<file path="src/rtl/tkpc_pkg.sv">
// shared types and constants for the three-key press classifier
// no dependencies; imported by every module in rtl/

package tkpc_pkg;

    localparam int TICK_W = 10;
    localparam int THR_W  = 16;
    localparam int ADDR_W = 4;
    localparam int DATA_W = 32;
    localparam int NUM_KEYS = 3;

    // register indexes (byte address is 4 times the index)
    localparam logic [1:0] REG_TICK_MS      = 2'd0;
    localparam logic [1:0] REG_SHORT_MIN_MS = 2'd1;
    localparam logic [1:0] REG_LONG_MIN_MS  = 2'd2;
    localparam logic [1:0] REG_LONG_MAX_MS  = 2'd3;

    // register reset values
    localparam logic [TICK_W-1:0] RST_TICK_MS      = 10'd10;
    localparam logic [THR_W-1:0]  RST_SHORT_MIN_MS = 16'd100;
    localparam logic [THR_W-1:0]  RST_LONG_MIN_MS  = 16'd1500;
    localparam logic [THR_W-1:0]  RST_LONG_MAX_MS  = 16'd3000;

    // setting option codes and blink time
    localparam logic [1:0] OPT_TIMER = 2'd3;
    localparam logic [1:0] OPT_NONE  = 2'd0;
    localparam logic [2:0] BLINK_SECS = 3'd6;
    localparam logic [2:0] BLINK_NONE = 3'd0;

    typedef struct packed {
        logic [TICK_W-1:0] tick_ms;
        logic [THR_W-1:0]  short_min_ms;
        logic [THR_W-1:0]  long_min_ms;
        logic [THR_W-1:0]  long_max_ms;
    } cfg_t;

    // per-key outcome of one tick plus its current marks
    typedef struct packed {
        logic click;
        logic dbl;
        logic pressed;
        logic long_mark;
    } key_stat_t;

endpackage

</file>
<file path="src/rtl/tkpc_regs.sv">
// apb-style configuration registers: tick period and press thresholds
// depends on tkpc_pkg

module tkpc_regs (
    input  logic                        clk,
    input  logic                        rst_n,
    input  logic                        psel,
    input  logic                        penable,
    input  logic                        pwrite,
    input  logic [tkpc_pkg::ADDR_W-1:0] paddr,
    input  logic [tkpc_pkg::DATA_W-1:0] pwdata,
    output logic [tkpc_pkg::DATA_W-1:0] prdata,
    output logic                        pready,
    output tkpc_pkg::cfg_t              cfg
);
    import tkpc_pkg::*;

    cfg_t       cfg_reg;
    logic       wr_en;
    logic [1:0] idx;

    assign pready = 1'b1;
    assign idx    = paddr[3:2];
    assign wr_en  = psel && penable && pwrite;

    always_ff @(posedge clk or negedge rst_n)
    begin
        if (!rst_n)
        begin
            cfg_reg.tick_ms      <= RST_TICK_MS;
            cfg_reg.short_min_ms <= RST_SHORT_MIN_MS;
            cfg_reg.long_min_ms  <= RST_LONG_MIN_MS;
            cfg_reg.long_max_ms  <= RST_LONG_MAX_MS;
        end
        else if (wr_en)
        begin
            unique case (idx)
                REG_TICK_MS:      cfg_reg.tick_ms      <= pwdata[TICK_W-1:0];
                REG_SHORT_MIN_MS: cfg_reg.short_min_ms <= pwdata[THR_W-1:0];
                REG_LONG_MIN_MS:  cfg_reg.long_min_ms  <= pwdata[THR_W-1:0];
                REG_LONG_MAX_MS:  cfg_reg.long_max_ms  <= pwdata[THR_W-1:0];
                default:          cfg_reg <= cfg_reg;
            endcase
        end
    end

    always_comb
    begin
        prdata = '0;
        unique case (idx)
            REG_TICK_MS:      prdata[TICK_W-1:0] = cfg_reg.tick_ms;
            REG_SHORT_MIN_MS: prdata[THR_W-1:0]  = cfg_reg.short_min_ms;
            REG_LONG_MIN_MS:  prdata[THR_W-1:0]  = cfg_reg.long_min_ms;
            REG_LONG_MAX_MS:  prdata[THR_W-1:0]  = cfg_reg.long_max_ms;
            default:          prdata = '0;
        endcase
    end

    assign cfg = cfg_reg;

endmodule

</file>
<file path="src/rtl/tkpc_key.sv">
// one key's press timer, pressed mark and long-press mark
// depends on tkpc_pkg; instantiated once per key by the top level

module tkpc_key #(
    parameter int TIMER_BITS = 16
) (
    input  logic                 clk,
    input  logic                 rst_n,
    input  logic                 en,
    input  logic                 down,
    input  tkpc_pkg::cfg_t       cfg,
    output tkpc_pkg::key_stat_t  stat
);
    import tkpc_pkg::*;

    localparam int SW = ((TIMER_BITS > TICK_W) ? TIMER_BITS : TICK_W) + 1;
    localparam int CW = (TIMER_BITS > THR_W) ? TIMER_BITS : THR_W;
    localparam logic [SW-1:0] TMAX = SW'((64'd1 << TIMER_BITS) - 64'd1);

    logic [TIMER_BITS-1:0] timer_reg, timer_next, t1;
    logic                  pressed_reg, pressed_next;
    logic                  long_reg, long_next;
    logic [SW-1:0]         sum;
    logic [CW-1:0]         t1_c, t2_c, smin_c, lmin_c, lmax_c;
    logic                  grow, p1, click, dbl;

    assign sum    = SW'(timer_reg) + SW'(cfg.tick_ms);
    assign grow   = down && !long_reg;
    assign t1     = !grow ? timer_reg
                  : (sum > TMAX) ? TMAX[TIMER_BITS-1:0] : sum[TIMER_BITS-1:0];
    assign p1     = grow || pressed_reg;
    assign t1_c   = CW'(t1);
    assign smin_c = CW'(cfg.short_min_ms);
    assign lmin_c = CW'(cfg.long_min_ms);
    assign lmax_c = CW'(cfg.long_max_ms);

    always_comb
    begin
        click        = 1'b0;
        dbl          = 1'b0;
        timer_next   = t1;
        pressed_next = p1;
        long_next    = long_reg;
        if (p1 && !down)
        begin
            // release: classify then clear everything
            click        = (t1_c > smin_c) && (t1_c < lmin_c);
            timer_next   = '0;
            pressed_next = 1'b0;
            long_next    = 1'b0;
        end
        t2_c = CW'(timer_next);
        if (p1 && (t2_c > lmin_c) && (t2_c < lmax_c) && !long_next)
        begin
            dbl       = 1'b1;
            long_next = 1'b1;
        end
    end

    always_ff @(posedge clk or negedge rst_n)
    begin
        if (!rst_n)
        begin
            timer_reg   <= '0;
            pressed_reg <= 1'b0;
            long_reg    <= 1'b0;
        end
        else if (en)
        begin
            timer_reg   <= timer_next;
            pressed_reg <= pressed_next;
            long_reg    <= long_next;
        end
    end

    assign stat.click     = click;
    assign stat.dbl       = dbl;
    assign stat.pressed   = pressed_reg;
    assign stat.long_mark = long_reg;

endmodule

</file>
<file path="src/rtl/three_key_press_classifier_top.sv">
// top level of the three-key press classifier: input register, three key
// units, event merge and result register; depends on tkpc_pkg, tkpc_regs, tkpc_key
//
//  channel   direction  handshake               payload
//  s_*       in         s_tvalid / s_tready     s_tdata: one scan tick (key levels, option)
//  m_*       out        m_tvalid / m_tready     m_tdata: one result per tick
//  apb       in/out     psel, penable, pready   4 registers at byte addresses 0, 4, 8, 12
//
// one tick per cycle sustained while m_tready keeps up; a request passes the input register, then the result register
// the key timers update as a tick leaves the input register, so ticks are
// processed strictly in order with one tick of state feedback per cycle
// reset (rst_n low, async) clears timers, marks, lock state and both valid flags
// a stalled result holds the result register; the input register still takes
// a new request while the result register drains

module three_key_press_classifier_top #(
    parameter int TIMER_BITS = 16
) (
    input  logic                        clk,
    input  logic                        rst_n,
    // tick requests
    input  logic                        s_tvalid,
    output logic                        s_tready,
    input  logic [7:0]                  s_tdata,  // lock_key_down, timer_key_down,
                                                  // reverse_key_down, option_now[1:0],
                                                  // reversal_active, 2 bits zero
    // results
    output logic                        m_tvalid,
    input  logic                        m_tready,
    output logic [15:0]                 m_tdata,  // locked, beep_short, beep_double,
                                                  // option_write, option_value[1:0],
                                                  // blink_seconds[2:0], enter_time_set,
                                                  // reverse_start, 5 bits zero
    // configuration
    input  logic                        psel,
    input  logic                        penable,
    input  logic                        pwrite,
    input  logic [tkpc_pkg::ADDR_W-1:0] paddr,
    input  logic [tkpc_pkg::DATA_W-1:0] pwdata,
    output logic [tkpc_pkg::DATA_W-1:0] prdata,
    output logic                        pready
);
    import tkpc_pkg::*;

    cfg_t       cfg;
    key_stat_t  stat [NUM_KEYS];

    // input register
    logic       in_valid_reg;
    logic [NUM_KEYS-1:0] keys_reg;
    logic [1:0] opt_reg;
    logic       busy_reg;

    // result register
    logic       out_valid_reg;
    logic [10:0] res_reg, res_next;

    logic       lock_reg, lock_next;
    logic       advance;
    logic       lock_ok;
    logic       opt_click, rev_click;

    // move a tick forward whenever the result register is free or draining
    assign advance  = in_valid_reg && (!out_valid_reg || m_tready);
    assign s_tready = !in_valid_reg || advance;

    tkpc_regs u_regs (
        .clk     (clk),
        .rst_n   (rst_n),
        .psel    (psel),
        .penable (penable),
        .pwrite  (pwrite),
        .paddr   (paddr),
        .pwdata  (pwdata),
        .prdata  (prdata),
        .pready  (pready),
        .cfg     (cfg)
    );

    for (genvar k = 0; k < NUM_KEYS; k++)
    begin : g_key
        tkpc_key #(
            .TIMER_BITS (TIMER_BITS)
        ) u_key (
            .clk   (clk),
            .rst_n (rst_n),
            .en    (advance),
            .down  (keys_reg[k]),
            .cfg   (cfg),
            .stat  (stat[k])
        );
    end

    // lock key first; its toggle is seen by the other two keys in the same tick
    assign lock_next = lock_reg ^ stat[0].click;
    assign lock_ok   = !lock_next;
    assign opt_click = stat[1].click && lock_ok;
    assign rev_click = stat[2].click && lock_ok;

    always_comb
    begin
        res_next     = '0;
        res_next[0]  = lock_next;
        res_next[1]  = stat[0].click || opt_click || rev_click;
        // long press on any key, or a click refused by the lock
        res_next[2]  = stat[0].dbl || stat[1].dbl || stat[2].dbl
                    || ((stat[1].click || stat[2].click) && !lock_ok);
        res_next[3]  = opt_click;
        if (opt_click && (opt_reg != OPT_TIMER))
        begin
            res_next[5:4] = OPT_TIMER;
            res_next[8:6] = BLINK_SECS;
        end
        else
        begin
            res_next[5:4] = OPT_NONE;
            res_next[8:6] = BLINK_NONE;
        end
        res_next[9]  = opt_click && (opt_reg == OPT_TIMER);
        res_next[10] = rev_click && !busy_reg;
    end

    // control state
    always_ff @(posedge clk or negedge rst_n)
    begin
        if (!rst_n)
        begin
            in_valid_reg  <= 1'b0;
            out_valid_reg <= 1'b0;
            lock_reg      <= 1'b0;
        end
        else
        begin
            if (s_tready)
            begin
                in_valid_reg <= s_tvalid;
            end
            if (advance)
            begin
                out_valid_reg <= 1'b1;
                lock_reg      <= lock_next;
            end
            else if (m_tready)
            begin
                out_valid_reg <= 1'b0;
            end
        end
    end

    // payload registers
    always_ff @(posedge clk)
    begin
        if (s_tready && s_tvalid)
        begin
            keys_reg <= s_tdata[2:0];
            opt_reg  <= s_tdata[4:3];
            busy_reg <= s_tdata[5];
        end
        if (advance)
        begin
            res_reg <= res_next;
        end
    end

    assign m_tvalid = out_valid_reg;
    assign m_tdata  = {5'd0, res_reg};

`ifndef SYNTHESIS
    // entering time setting only comes with an option write of zero
    a_ets_write: assert property (@(posedge clk) disable iff (!rst_n)
        m_tvalid && m_tdata[9] |-> m_tdata[3] && (m_tdata[5:4] == OPT_NONE))
        else $error("enter_time_set without option write of zero");

    // a reversal start is an accepted click: unlocked and with a short beep
    a_rev_unlocked: assert property (@(posedge clk) disable iff (!rst_n)
        m_tvalid && m_tdata[10] |-> m_tdata[1] && !m_tdata[0])
        else $error("reverse_start while locked or without beep");

    // a long-press mark lives only inside a press
    a_long_in_press: assert property (@(posedge clk) disable iff (!rst_n)
        (!stat[0].long_mark || stat[0].pressed)
        && (!stat[1].long_mark || stat[1].pressed)
        && (!stat[2].long_mark || stat[2].pressed))
        else $error("long mark set on a released key");

    // a tick that is not moved forward keeps the input register full
    a_hold_input: assert property (@(posedge clk) disable iff (!rst_n)
        in_valid_reg && !advance |=> in_valid_reg && $stable(keys_reg))
        else $error("stalled tick lost");
`endif

endmodule

</file>
<file path="config.mk">
export PLATFORM = sky130hd
export DESIGN_NAME = three_key_press_classifier_top
export DESIGN_NICKNAME = d
export VERILOG_FILES = /design/src/rtl/tkpc_pkg.sv /design/src/rtl/tkpc_regs.sv /design/src/rtl/tkpc_key.sv /design/src/rtl/three_key_press_classifier_top.sv
export SDC_FILE = /design/constraint.sdc
export NUM_CORES = 1
export LEC_CHECK = 0
export BUFFER_PORTS_ARGS = -buffer_cell sky130_fd_sc_hd__buf_2
export CAP_MARGIN = 10
export CELL_PAD_IN_SITES_DETAIL_PLACEMENT = 0
export CELL_PAD_IN_SITES_GLOBAL_PLACEMENT = 1
export CORE_ASPECT_RATIO = 0.9
export CORE_UTILIZATION = 48
export CTS_BUF_LIST = sky130_fd_sc_hd__clkbuf_8 sky130_fd_sc_hd__clkbuf_16
export DETAILED_ROUTE_END_ITERATION = 6
export MAX_ROUTING_LAYER = met4
export PLACE_DENSITY_LB_ADDON = 0.05
export SLEW_MARGIN = 5
export SYNTH_ARGS = -nofsm -noshare
export SYNTH_HDL_FRONTEND = slang
export SYNTH_SLANG_ARGS = --single-unit
</file>
<file path="constraint.sdc">
create_clock -name clk -period 6.32 [get_ports clk]
set_input_delay 1.264 -clock clk [delete_from_list [all_inputs] [get_ports clk]]
set_output_delay 1.264 -clock clk [all_outputs]
set_load 0.05 [all_outputs]
</file>
======== Yosys cells after proc, flatten, opt, wreduce, memory -nomap -nowiden ========
Index checks and enable logic that the tools add are counted.
W data, S select, Z words.
storage, ports and cells
  output and inout bits ................... 51
  logic and storage cells ................. 131
  register bits after elaboration ......... 132
cells by class
  add/sub/neg operators ................... 3
  reductions and logical operators ........ 58
  eq/ne operators ......................... 5
  $lt $le $gt $ge ......................... 15
  bitwise logic cells ..................... 1
  multiplexer cells ....................... 29
operator list
  operator                number
  $mux W16                9
  $gt A16 B16 Y1          6
  $lt A16 B16 Y1          6
  $add A16 B10 Y17        3
  $gt A17 B16 Y1 const B  3
  $pmux W10 S4            1
  $logic_and A1 B1 Y1     28
  $pmux W6 S3             1
  $mux W1                 17
  $logic_not A1 Y1        13
  $logic_or A1 B1 Y1      11
  $reduce_and A2 Y1       4
  $eq A2 B2 Y1 const B    3
  $mux W5                 1
  $eq A2 B1 Y1 const B    1
  $logic_not A2 Y1        1
  $ne A2 B2 Y1 const B    1
  $reduce_bool A2 Y1      1
  $xor A1 B1 Y1           1

======== Longest topological paths before layout ========
Gate-level depths: netlist (run 1).
  depth in word-level cells ............... 13
  mapped depth ............................ 22
  gate-level depth less buffers ........... 22

======== By module ========
A second synthesis (run 1) with hierarchy kept.
second synthesis, totals
  cell total of the unflattened synthesis .. 1437
  area, all modules ....................... 13036.3 um^2
by module, submodules not included
  module                          times used  area an instance (um^2)  cells an instance  seq. area each (um^2)
  tkpc_key at g_key[0].u_key ...  2           3183.1                   404                450.4
  tkpc_key at g_key[1].u_key      1           3200.6                   411                450.4
  tkpc_regs                       1           2800.2                   172                1475.2
  three_key_press_classifier_top  1           669.4                    46                 465.4

======== Worst setup path before layout (run 1) ========
Ideal clock, no wire load.
  path type ............................... register to register
  from .................................... register u_regs.cfg_reg, in the netlist u_regs.cfg[49]
  to ...................................... register res_reg[2], data pin
  data required time ...................... 6057 ps
  path slack .............................. 1339 ps
  clock period less this slack ............ 4981 ps
  cell stages (with the launch flop) ...... 20
  arrival ................................. 4718 ps
  cell sequence ........................... dfstp_2 > ha_1 > a21o_1 > a21oi_1 > o21bai_1 > a2111oi_0 > o31a_1 > o2bb2ai_1 > and3_2 > o21a_1 > ha_1 > nand4_1 > or4_1 > a221oi_1 > o31a_2 > a2111oi_0 > or3b_4 > xnor2_2 > o21a_1 > a2111o_1
RTL lines
  element                                           RTL line                               source
  from (decl)                                       tkpc_regs.sv:18                        cfg_t cfg_reg;
  from (signal assigned)                            tkpc_regs.sv:42                        default: cfg_reg <= cfg_reg;
  $add A16 B10 Y17 *                                tkpc_key.sv:27                         assign sum = SW'(timer_reg) + SW'(cfg.tick_ms);
  $gt A17 B16 Y1                                    tkpc_key.sv:30                         : (sum > TMAX) ? TMAX[TIMER_BITS-1:0] : sum[TIMER_BITS-1:0];
  $mux W16 *                                        tkpc_key.sv:30
  $mux W16 *                                        tkpc_key.sv:29                         assign t1 = !grow ? timer_reg
  $gt A16 B16 Y1 or $lt A16 B16 Y1 (tied branches)  tkpc_key.sv:47                         click = (t1_c > smin_c) && (t1_c < lmin_c);
  $logic_and A1 B1 Y1 *                             tkpc_key.sv:47
  $mux W1 *                                         tkpc_key.sv:44                         if (p1 && !down)
  $xor A1 B1 Y1 *                                   three_key_press_classifier_top.sv:95   assign lock_next = lock_reg ^ stat[0].click;
  net lock_next                                     three_key_press_classifier_top.sv:58   logic lock_reg, lock_next;
  $logic_and A1 B1 Y1 *                             three_key_press_classifier_top.sv:107  || ((stat[1].click || stat[2].click) && !lock_ok);
  $logic_or A1 B1 Y1 *                              three_key_press_classifier_top.sv:107
  net res_next[2]                                   three_key_press_classifier_top.sv:56   logic [10:0] res_reg, res_next;
  to (signal assigned)                              three_key_press_classifier_top.sv:161  res_reg <= res_next;
  to (decl)                                         three_key_press_classifier_top.sv:56
Mark *: on every way through the listed nets, which the timed path passes. The rest lies on a longest branch.
A chain may end at the register's enable or synchronous reset.

======== Worst setup path in the final report (run 1) ========
Ends and elaborated chain as after synthesis.

==> impl_metrics.csv, run 1 <==
group,metric,value,unit
outcome,status,"complete, no violations",
sta,fin_ws,0.386,ns
placed_design,dp_slack,0.462,ns
sta,fmax,169,MHz
clocking,cts.clk_slew.worst_paths,0.07,ns
floorplan,fp.coreArea,25200,sq um
yosys,synthMuxAreaShare,0.0721,
sta,worst-slew-pin-transition,1.05,ns
setup_path,path_buf_inv,1,
yosys,synth_ff_type,"dfrtp_1",
clocking,cts_resized,0,
setup_path,required,6.50,ns
setup_path,cp.depth,20,
routing,ant_nets,0,
routing,drc,0,
sta,tns,0,ns
grt,use_met1,0.433,
layout,fin_nets,1694,
clocking,root_buffer,"clkbuf_16",
routing,drt_wl_total,40300,um
yosys,synthArstFlopShare,0.898,
yosys,ys_seq_area_frac,0.268,
yosys,synth_edf_count,13,
pwr,pwr_density_cell,467,nW/um^2
floorplan,io_pins,102,
routing,first_pass_iters,5,
setup_path,crit_family,"compound AO/OA/AOI/OAI gates",
setup_path,rr_endpoint,"res_reg[2]$_DFFE_PP_",
yosys,synth_area,12300,sq um
clocking,ctsLongestPathBuffers,2,
grt,grt_pass1_vias,10400,
grt,overflow,0,
placed_design,placed_cells,1756,
sta,min_period,5.93,ns
routing,first_iter_violations,852,
sta,finalHoldViolations,0,
yosys,synth_compound_area_frac,0.205,
setup_path,crit_path_top_delay_cell,"dfstp_2",
pwr,peakVddDrop,214,uV
placed_design,place.gp.congestion,0.959,
grt,use_met3,0.0548,
grt,top_usage_layer,"met2",
grt,antenna_found_initial,1,
sta,rsz0062_at_grt,"no",
setup_path,cp-endpoint,"res_reg[2]$_DFFE_PP_",
setup_path,cp.arrival,6.12,ns
routing,viasPerCell,6.06,
grt,grt_max_degree,71,
sta,fin_crit_sh,0.939,
clocking,cts_tree,"yes",
yosys,synthAdderAreaFrac,0.216,
flow_run,drv_cap,0,
clocking,cts_buffers,17,
setup_path,r2r_cells,20,
worst_hold_path,min_path_type,"reg -> reg",
yosys,syn_inst,1384,
grt,grt_use_total,0.326,
setup_path,path_cells,"inv_1, fa_1, nor2b_1, o2111ai_1, a211oi_1, nor2b_1, nor2_1, nand2_1, o211ai_1, o21a_1, ha_1, nand4_1, or4_1, a221oi_1, o31a_2, a2111oi_0, or3b_4, xnor2_2, o21a_1, a2111o_1",
clocking,cts_setup_buffers,0,
yosys,synth_top_family_by_area,"adder cells",
clocking,clock_sinks,128,
grt,grt_pass1_wl,61200,um
setup_path,max_stage_delay,0.62,ns
setup_path,cp_max_fo,7,
floorplan,die_h,154,um
sta,setup_viol,0,
yosys,ys_types,81,
layout,area_growth,9.67,%
setup_path,r2r_slack,0.39,ns
placed_design,numPortBuffers,58,
yosys,ys_ff_latch,128,
placed_design,dp_hpwl,30500,um
grt,met2_usage,0.505,
sta,maxSlewHeadroom,0.295,
routing,wl_per_cell,22.5,um
yosys,syn_avg_cell_area,8.89,sq um
sta,final.setup_skew,0.0119,ns
setup_path,end_kind,"flip-flop",
clocking,cts_hold_buffers,0,
layout,diodes,0,
yosys,yosys.area_share.simple,0.165,
layout,layout-drive-gt1-share,0.145,
floorplan,core.rowCount,55,
floorplan,die_w,171,um
pwr,p_leak,6.48,nW
setup_path,cp-startpoint,"u_regs.cfg[49]$_DFFE_PN1P_",
floorplan,start_util,0.488,
setup_path,start_kind,"flip-flop",
clocking,clk-insertion-delay-late,0.44,ns
routing,vias,10800,
yosys,yosysWarnings,0,
layout,finalNonFillerCells,1788,
setup_path,r2r-start,"u_regs.cfg[49]$_DFFE_PN1P_",
yosys,synth_xor_area_frac,0.0191,
clocking,cts.htree.levels,4,
floorplan,dieArea,26300,sq um
setup_path,critical_path_class,"reg -> reg",
layout,largest_register_ffs,58,
sta,finalMaxSlewViolations,0,
pwr,power,0.00631,W
[area by class of cell]
cell class	instances	area, sq um
sequential	128	3290
timing repair buffer	73	405
tap	342	428
clock buffer	23	531
multi-input combinational	1128	8420
fill	2393	11700
inverter	85	319
clock inverter	9	92.6
[per-stage QoR]
step | hold WS [ns] | instance area [sq um] | util
finish | 0.510 | 13500 | 0.536
global route | 0.538 | 13500 | 0.536
CTS | 0.516 | 13500 | 0.536
detailed placement | 0.499 | 12900 | 0.511
global placement | 0.492 | 12900 | 0.511
floorplan | 0.457 | 12400 | -
[Yosys cell counts (6+ instances only)]
master     count  area, sq um
o31ai_1       13         97.6
clkbuf_1      33          124
mux2_2        57          642
a21o_1        42          315
buf_4         26          195
a31oi_1       15         93.8
nor2_1        93          349
nand4_1       23          144
nand3_1       33          165
mux4_2        10          225
and3_1        19          119
and2_1        30          188
dfrtp_1       96         2400
dfstp_2       19          499
a2111oi_0      6         52.6
o21bai_1       7         52.6
a22o_1         9         78.8
edfxtp_1      13          390
a21oi_1      100          500
nand2_1      119          447
o211ai_1       9         67.6
inv_1         85          319
xor2_1        10         87.6
nor2b_1       21          131
ha_1         207         2590
xnor2_1       15          131
nand2b_1      20          125
o21a_1        17          128
a211oi_1      18          135
nor3_1        21          105
o21ai_0       92          460
[report_power, final]
part           switching [W]  internal [W]  leakage [nW]
clock network       0.000415      0.000634         0.304
registers           0.000275       0.00108          1.53
logic                0.00237       0.00153          4.65
[metal layers]
layer,vias up,wire length (um)
met5,-,0
met4,0,1020
met3,57,2300
met2,339,18300
met1,5272,18700
li1,5163,-
[kinds of logic after synthesis]
logic type,after synthesis
simple gates,412
compound gates,387
fa+ha+maj,211
buf+inv,149
flops,128
mux,69
xor+xnor,26
other cells,2
[cells in the final DEF (no fill, tap or decap), types with 18 or more instances in the layout]
| cell type | n |
|---|---|
| a21o_1 | 42 |
| conb_1 | 23 |
| nand2_1 | 118 |
| mux2_2 | 57 |
| nor2_1 | 93 |
| inv_1 | 85 |
| ha_1 | 207 |
| clkbuf_16 | 19 |
| o21ai_0 | 92 |
| nand3_1 | 33 |
| nand4_1 | 23 |
| nand2b_1 | 20 |
| dfrtp_1 | 96 |
| dfstp_2 | 19 |
| and3_1 | 19 |
| a21oi_1 | 100 |
| buf_2 | 57 |
| a211oi_1 | 18 |
| nor3_1 | 21 |
| and2_1 | 30 |
| nor2b_1 | 21 |
[worst min-delay path by stage]
stage                                             from                                 endpoint  slack, ns  depth (start not counted)
3_3_place_gp                  in_valid_reg$_DFFE_PN0N_                     m_tvalid$_DFFE_PN0P_       0.49                          1
2_1_floorplan                 in_valid_reg$_DFFE_PN0N_                     m_tvalid$_DFFE_PN0P_       0.46                          1
5_1_grt                       in_valid_reg$_DFFE_PN0N_                     m_tvalid$_DFFE_PN0P_       0.54                          1
6_report                      in_valid_reg$_DFFE_PN0N_                     m_tvalid$_DFFE_PN0P_       0.51                          1
4_1_cts                       in_valid_reg$_DFFE_PN0N_                     m_tvalid$_DFFE_PN0P_       0.52                          1
3_5_place_dp   g_key[2].u_key.timer_reg[4]$_DFFE_PN0P_  g_key[2].u_key.timer_reg[4]$_DFFE_PN0P_       0.50                          2
No activity file was read; power rests on OpenSTA's default activity.
==> run 2: changes to the inputs <==
Settings changed: CORE_UTILIZATION 48 to 51.
Clock period 6.32 ns to 7.3 ns, I/O delays scaled along.
==> run 2 against run 1 <==
Against the previous run: the flow now finishes with violations (DRC); largest power group unchanged; die area decreased by 5.8%; cell area is 1.1% lower; sequential share of layout area increased by 0.27 points; final cell count shrank 2.5%.
==> impl_metrics.csv, run 2 (synthesis results as in run 1) <==
group,metric,value,unit
routing,viasPerCell,6.21,
pwr,peakVddDrop,164,uV
flow_run,drv_cap,0,
clocking,clock_sinks,128,
placed_design,place.gp.congestion,0.979,
layout,diodes,0,
sta,setup_viol,0,
pwr,p_leak,6.43,nW
setup_path,start_kind,"flip-flop",
routing,drt_wl_total,39700,um
floorplan,core.rowCount,53,
floorplan,fp.coreArea,23500,sq um
floorplan,io_pins,102,
clocking,root_buffer,"clkbuf_16",
sta,tns,0,ns
clocking,cts_tree,"yes",
layout,fin_nets,1689,
pwr,switching_power,0.00264,W
layout,n_fill_cell,2159,
sta,min_period,6.06,ns
layout,layout_commonest_cell,"ha_1",
clocking,clk-insertion-delay-late,0.43,ns
outcome,status,"finished, violations left",
grt,use_met3,0.0679,
floorplan,start_util,0.523,
grt,grt_pass1_wl,60500,um
clocking,ctsLongestPathBuffers,2,
setup_path,path_cells,"inv_1, fa_1, nor2b_1, o2111ai_1, a211oi_1, nor2b_1, nor2_1, mux2_2, and2_1, ha_1, nand2_1, nor2_1, a211oi_1, o21ai_0, a21oi_1, a2111oi_0, o21ai_0, a211oi_1, a2111o_1",
grt,grt_pass1_vias,10300,
setup_path,crit_path_top_delay_cell,"dfstp_2",
layout,largest_register_ffs,58,
sta,finalHoldViolations,0,
grt,grt_use_total,0.339,
pwr,power_frac_comb,0.623,
clocking,cts_resized,0,
layout,area_growth,8.45,%
sta,fin_crit_sh,0.831,
setup_path,path_common_cell,"a211oi_1",
pwr,seq_power_share,0.220,
worst_hold_path,hold_start,"g_key[2].u_key.timer_reg[6]$_DFFE_PN0P_",
layout,layout_common_cells,"ha_1 (207), nand2_1 (118), a21oi_1 (100), dfrtp_1 (96), nor2_1 (93)",
grt,antenna_found_initial,0,
sta,fin_hold_ws,0.511,ns
sta,fmax,165,MHz
clocking,cts_buffers,17,
pwr,switching_share,0.494,
sta,rsz0062_at_grt,"no",
setup_path,r2r_cells,19,
worst_hold_path,worstHoldEndpoint,"g_key[2].u_key.timer_reg[6]$_DFFE_PN0P_",
routing,ant_nets,0,
routing,first_iter_violations,835,
grt,met2_usage,0.531,
worst_hold_path,min_path_type,"reg -> reg",
setup_path,cp_max_fo,7,
grt,top_usage_layer,"met2",
layout,multi_input_area,8420,sq um
sta,maxSlewHeadroom,0.308,
setup_path,critical_path_class,"reg -> reg",
floorplan,die_w,166,um
pwr,p_clk_frac,0.157,
layout,fin_area,13300,sq um
setup_path,r2r-start,"u_regs.cfg[49]$_DFFE_PN1P_",
layout,regArea,3290,sq um
pwr,pwr_density_cell,402,nW/um^2
routing,vias,10800,
clocking,cts.clk_slew.worst_paths,0.06,ns
sta,worst-slew-pin-transition,1.04,ns
sta,final.setup_skew,0.0129,ns
worst_hold_path,min_delay_path_depth,2,
setup_path,end_kind,"flip-flop",
grt,grt_max_degree,65,
setup_path,rr_endpoint,"res_reg[2]$_DFFE_PP_",
setup_path,required,7.59,ns
placed_design,post_dp_cell_area,12800,sq um
setup_path,cp.arrival,6.36,ns
floorplan,die_h,149,um
layout,layout-drive-gt1-share,0.142,
clocking,cts_setup_buffers,0,
sta,finalMaxSlewViolations,0,
grt,overflow,0,
grt,use_met1,0.442,
setup_path,r2r_slack,1.24,ns
outcome,violations,"DRC",
floorplan,dieArea,24700,sq um
routing,first_pass_iters,7,
placed_design,dp_hpwl,30000,um
setup_path,max_stage_delay,0.62,ns
routing,drc,16,
clocking,cts.htree.levels,4,
placed_design,numPortBuffers,58,
pwr,internal-power,0.00271,W
clocking,cts_hold_buffers,0,
routing,wl_per_cell,22.8,um
-- run 2: through the flow --
| step | instances | utilization | power (W) | setup WS, ns |
|---|---|---|---|---|
| finish | 1743 | 0.567 | 0.00536 | 1.24 |
| global route | 1743 | 0.567 | 0.00583 | 0.913 |
| CTS | 1743 | 0.567 | 0.00530 | 1.33 |
| detailed placement | 1711 | 0.543 | 0.00444 | 1.35 |
| global placement | 1711 | 0.543 | 0.00438 | 1.45 |
| floorplan | 1405 | - | 0.00354 | 2.32 |
-- run 2: cell type report --
cell class              instances  share of cell area
flip-flops and latches        128               0.247
clock inverters                15              0.0101
inverters                      85              0.0239
multi-input cells            1128               0.631
clock buffers                  17              0.0319
repair buffers                 68              0.0276
well taps                     302              0.0283
-- run 2: power groups by stage --
| stage | Clock (W) | Combinational, W | Sequential [W] |
|---|---|---|---|
| 3_5_place_dp | 0 | 0.00326 | 0.00118 |
| 2_1_floorplan | 0 | 0.00245 | 0.00109 |
| 4_1_cts | 0.000850 | 0.00329 | 0.00117 |
| 3_3_place_gp | 0 | 0.00321 | 0.00117 |
| 5_1_grt | 0.000881 | 0.00374 | 0.00120 |
| 6_report | 0.000843 | 0.00334 | 0.00118 |
-- run 2: worst max-delay path by stage --
stage                                           from                   end  slack (ns)  cells after the start
after floorplan           u_regs.cfg[49]$_DFFE_PN1P_  res_reg[2]$_DFFE_PP_        2.32                     19
after global placement    u_regs.cfg[49]$_DFFE_PN1P_  res_reg[2]$_DFFE_PP_        1.45                     19
after detailed placement  u_regs.cfg[49]$_DFFE_PN1P_  res_reg[2]$_DFFE_PP_        1.35                     19
after CTS                 u_regs.cfg[49]$_DFFE_PN1P_  res_reg[2]$_DFFE_PP_        1.33                     19
after global routing      u_regs.cfg[49]$_DFFE_PN1P_  res_reg[2]$_DFFE_PP_        0.91                     20
final                     u_regs.cfg[49]$_DFFE_PN1P_  res_reg[2]$_DFFE_PP_        1.24                     19
-- run 2: metal layers --
metal  part of all wire  routed length (um)
met1               0.45               18000
met2               0.45               17900
met3              0.069                2730
met4              0.028                1110
met5                  0                   0
-- run 2: critical path, delay by kind of cell, from the launching register on --
kind / cells / cell delay (ns)
adders and majority gates: 2 / 0.82
DFF: 1 / 0.62
and+or+nand+nor: 6 / 1.07
buffers and inverters: 1 / 0.23
muxes: 1 / 0.44
AOI/OAI and AO/OA: 9 / 2.74
==> run 3: changes to the inputs <==
Settings changed: CORE_UTILIZATION 51 to 48.
Clock period 7.3 ns to 5.7 ns, I/O delays scaled along.
==> run 3 against run 2 <==
Against the previous run: clock-buffer cell count rose by 3; critical path depth rose by 2; sequential cell count did not move; the run now ends clean; sequential share of layout area fell by 0.79 points; final cell count rose by 4.9%.
==> impl_metrics.csv, run 3 (synthesis results as in run 1) <==
group,metric,value,unit
outcome,status,"complete, no violations",
setup_path,r2r-start,"u_regs.cfg[49]$_DFFE_PN1P_",
setup_path,r2r_slack,0.17,ns
layout,largest_register_ffs,58,
pwr,internal-power,0.00366,W
setup_path,cp_max_fo,3,
pwr,power_frac_comb,0.644,
setup_path,cp.arrival,5.72,ns
routing,drc,0,
grt,grt_pass1_wl,64900,um
sta,final.setup_skew,0.0142,ns
routing,first_pass_iters,6,
pwr,p_clk_frac,0.151,
setup_path,required,5.89,ns
routing,ant_nets,0,
grt,grt_pass1_vias,10800,
pwr,pwr_density_cell,523,nW/um^2
routing,vias,11200,
sta,fin_crit_sh,0.970,
floorplan,die_h,154,um
routing,first_iter_violations,983,
pwr,peakVddDrop,250,uV
worst_hold_path,min_path_type,"reg -> reg",
sta,finalMaxSlewViolations,0,
setup_path,cp-startpoint,"u_regs.cfg[49]$_DFFE_PN1P_",
layout,area_growth,12.1,%
clocking,ctsLongestPathBuffers,2,
grt,antenna_found_initial,2,
setup_path,critical_path_class,"reg -> reg",
clocking,cts_hold_buffers,0,
sta,rsz0062_at_grt,"no",
clocking,cts_tree,"yes",
floorplan,io_pins,102,
layout,regArea,3290,sq um
floorplan,die_w,171,um
layout,n_fill_cell,2414,
clocking,clk-insertion-delay-late,0.45,ns
sta,maxSlewHeadroom,0.265,
layout,layout-drive-gt1-share,0.175,
layout,fin_nets,1733,
layout,fin_util,0.547,
setup_path,end_kind,"flip-flop",
floorplan,start_util,0.488,
setup_path,cp-endpoint,"res_reg[2]$_DFFE_PP_",
clocking,root_buffer,"clkbuf_16",
pwr,seq_power_share,0.205,
placed_design,dp_hpwl,32400,um
placed_design,place.gp.congestion,0.968,
sta,finalHoldViolations,0,
floorplan,fp.coreArea,25200,sq um
pwr,switching_power,0.00355,W
sta,fmax,181,MHz
routing,viasPerCell,6.12,
routing,drt_wl_total,42200,um
pwr,p_leak,6.65,nW
floorplan,core.rowCount,55,
placed_design,numPortBuffers,58,
flow_run,drv_cap,0,
clocking,cts.clk_slew.worst_paths,0.07,ns
floorplan,dieArea,26300,sq um
pwr,switching_share,0.492,
layout,layout_commonest_cell,"ha_1",
sta,worst-slew-pin-transition,1.10,ns
grt,grt_max_degree,59,
clocking,cts.htree.levels,4,
sta,min_period,5.53,ns
sta,setup_viol,0,
layout,multi_input_area,8470,sq um
layout,layout_common_cells,"ha_1 (207), nand2_1 (118), a21oi_1 (99), dfrtp_1 (95), nor2_1 (92)",
clocking,cts_buffers,17,
setup_path,start_kind,"flip-flop",
grt,grt_use_total,0.347,
clocking,clock_sinks,128,
setup_path,rr_endpoint,"res_reg[2]$_DFFE_PP_",
setup_path,r2r_cells,21,
grt,overflow,0,
routing,wl_per_cell,23.1,um
sta,fin_hold_ws,0.514,ns
## run 3: worst min path at each step
stage               slack, ns                                     from                                       to  cells past startpoint
floorplan                0.46                 in_valid_reg$_DFFE_PN0N_                     m_tvalid$_DFFE_PN0P_                      1
global route             0.55  g_key[2].u_key.timer_reg[4]$_DFFE_PN0P_  g_key[2].u_key.timer_reg[4]$_DFFE_PN0P_                      2
CTS                      0.52  g_key[2].u_key.timer_reg[4]$_DFFE_PN0P_  g_key[2].u_key.timer_reg[4]$_DFFE_PN0P_                      2
global placement         0.49  g_key[2].u_key.timer_reg[0]$_DFFE_PN0P_  g_key[2].u_key.timer_reg[0]$_DFFE_PN0P_                      2
detailed placement       0.49  g_key[2].u_key.timer_reg[4]$_DFFE_PN0P_  g_key[2].u_key.timer_reg[4]$_DFFE_PN0P_                      2
finish                   0.51                 in_valid_reg$_DFFE_PN0N_                     m_tvalid$_DFFE_PN0P_                      1
## run 3: stage by stage
stage	setup TNS, ns	std cells	setup slack [ns]	cell area (sq um)	power, W
after global placement	0	1794	0.00779	13200	0.00589
after floorplan	0	1405	0.719	12400	0.00453
final	0	1828	0.170	13800	0.00722
after detailed placement	-0.0263	1794	-0.0263	13200	0.00597
after global routing	0	1828	0.0263	13800	0.00781
after CTS	0	1826	0.0252	13700	0.00709
## run 3: worst max-delay path, cell delays in order (launching register included)
cell,delay [ns]
dfstp_2,0.58
inv_1,0.09
buf_4,0.18
fa_1,0.47
nor2b_2,0.17
o31ai_1,0.12
a21oi_1,0.17
nor2b_1,0.12
or4b_2,0.67
mux2i_2,0.19
nor2_1,0.21
ha_1,0.28
and3_1,0.21
and2_1,0.16
a31oi_1,0.18
o211ai_1,0.19
a31oi_1,0.25
a22oi_1,0.12
o2111ai_1,0.23
buf_4,0.18
a21oi_1,0.06
a2111o_1,0.42
## run 3: final cells by class
type	count	share of cell area
Clock buffer	20	0.0355
Multi-Input combinational cell	1128	0.615
Sequential cell	128	0.239
Antenna cell	1	0.000181
Timing Repair Buffer	112	0.0506
Inverter	85	0.0231
Clock inverter	12	0.00608
Tap cell	342	0.0310
## run 3: power groups by stage
stage / Combinational (W) / Sequential (W) / Clock [W]
6_report: 0.00465 / 0.00148 / 0.00109
3_5_place_dp: 0.00448 / 0.00149 / 0
5_1_grt: 0.00516 / 0.00152 / 0.00113
2_1_floorplan: 0.00314 / 0.00140 / 0
3_3_place_gp: 0.00441 / 0.00148 / 0
4_1_cts: 0.00452 / 0.00147 / 0.00110
## run 3: layer usage
metal | GRT usage | vias to the layer above | routed length (um)
met5 | - | - | 0
met4 | 0.111 | 0 | 1120
met3 | 0.0631 | 76 | 3090
met2 | 0.518 | 438 | 18700
met1 | 0.471 | 5412 | 19300
li1 | - | 5254 | -
## run 3: what timing repair did
action / CTS / global route
pin swaps: 0 / 3
hold endpoints to repair: 0 / 0
cloned: 0 / 0
setup endpoints to repair: 1 / 8
buffers inserted: 0 / 1
gates resized for setup: 1 / 15
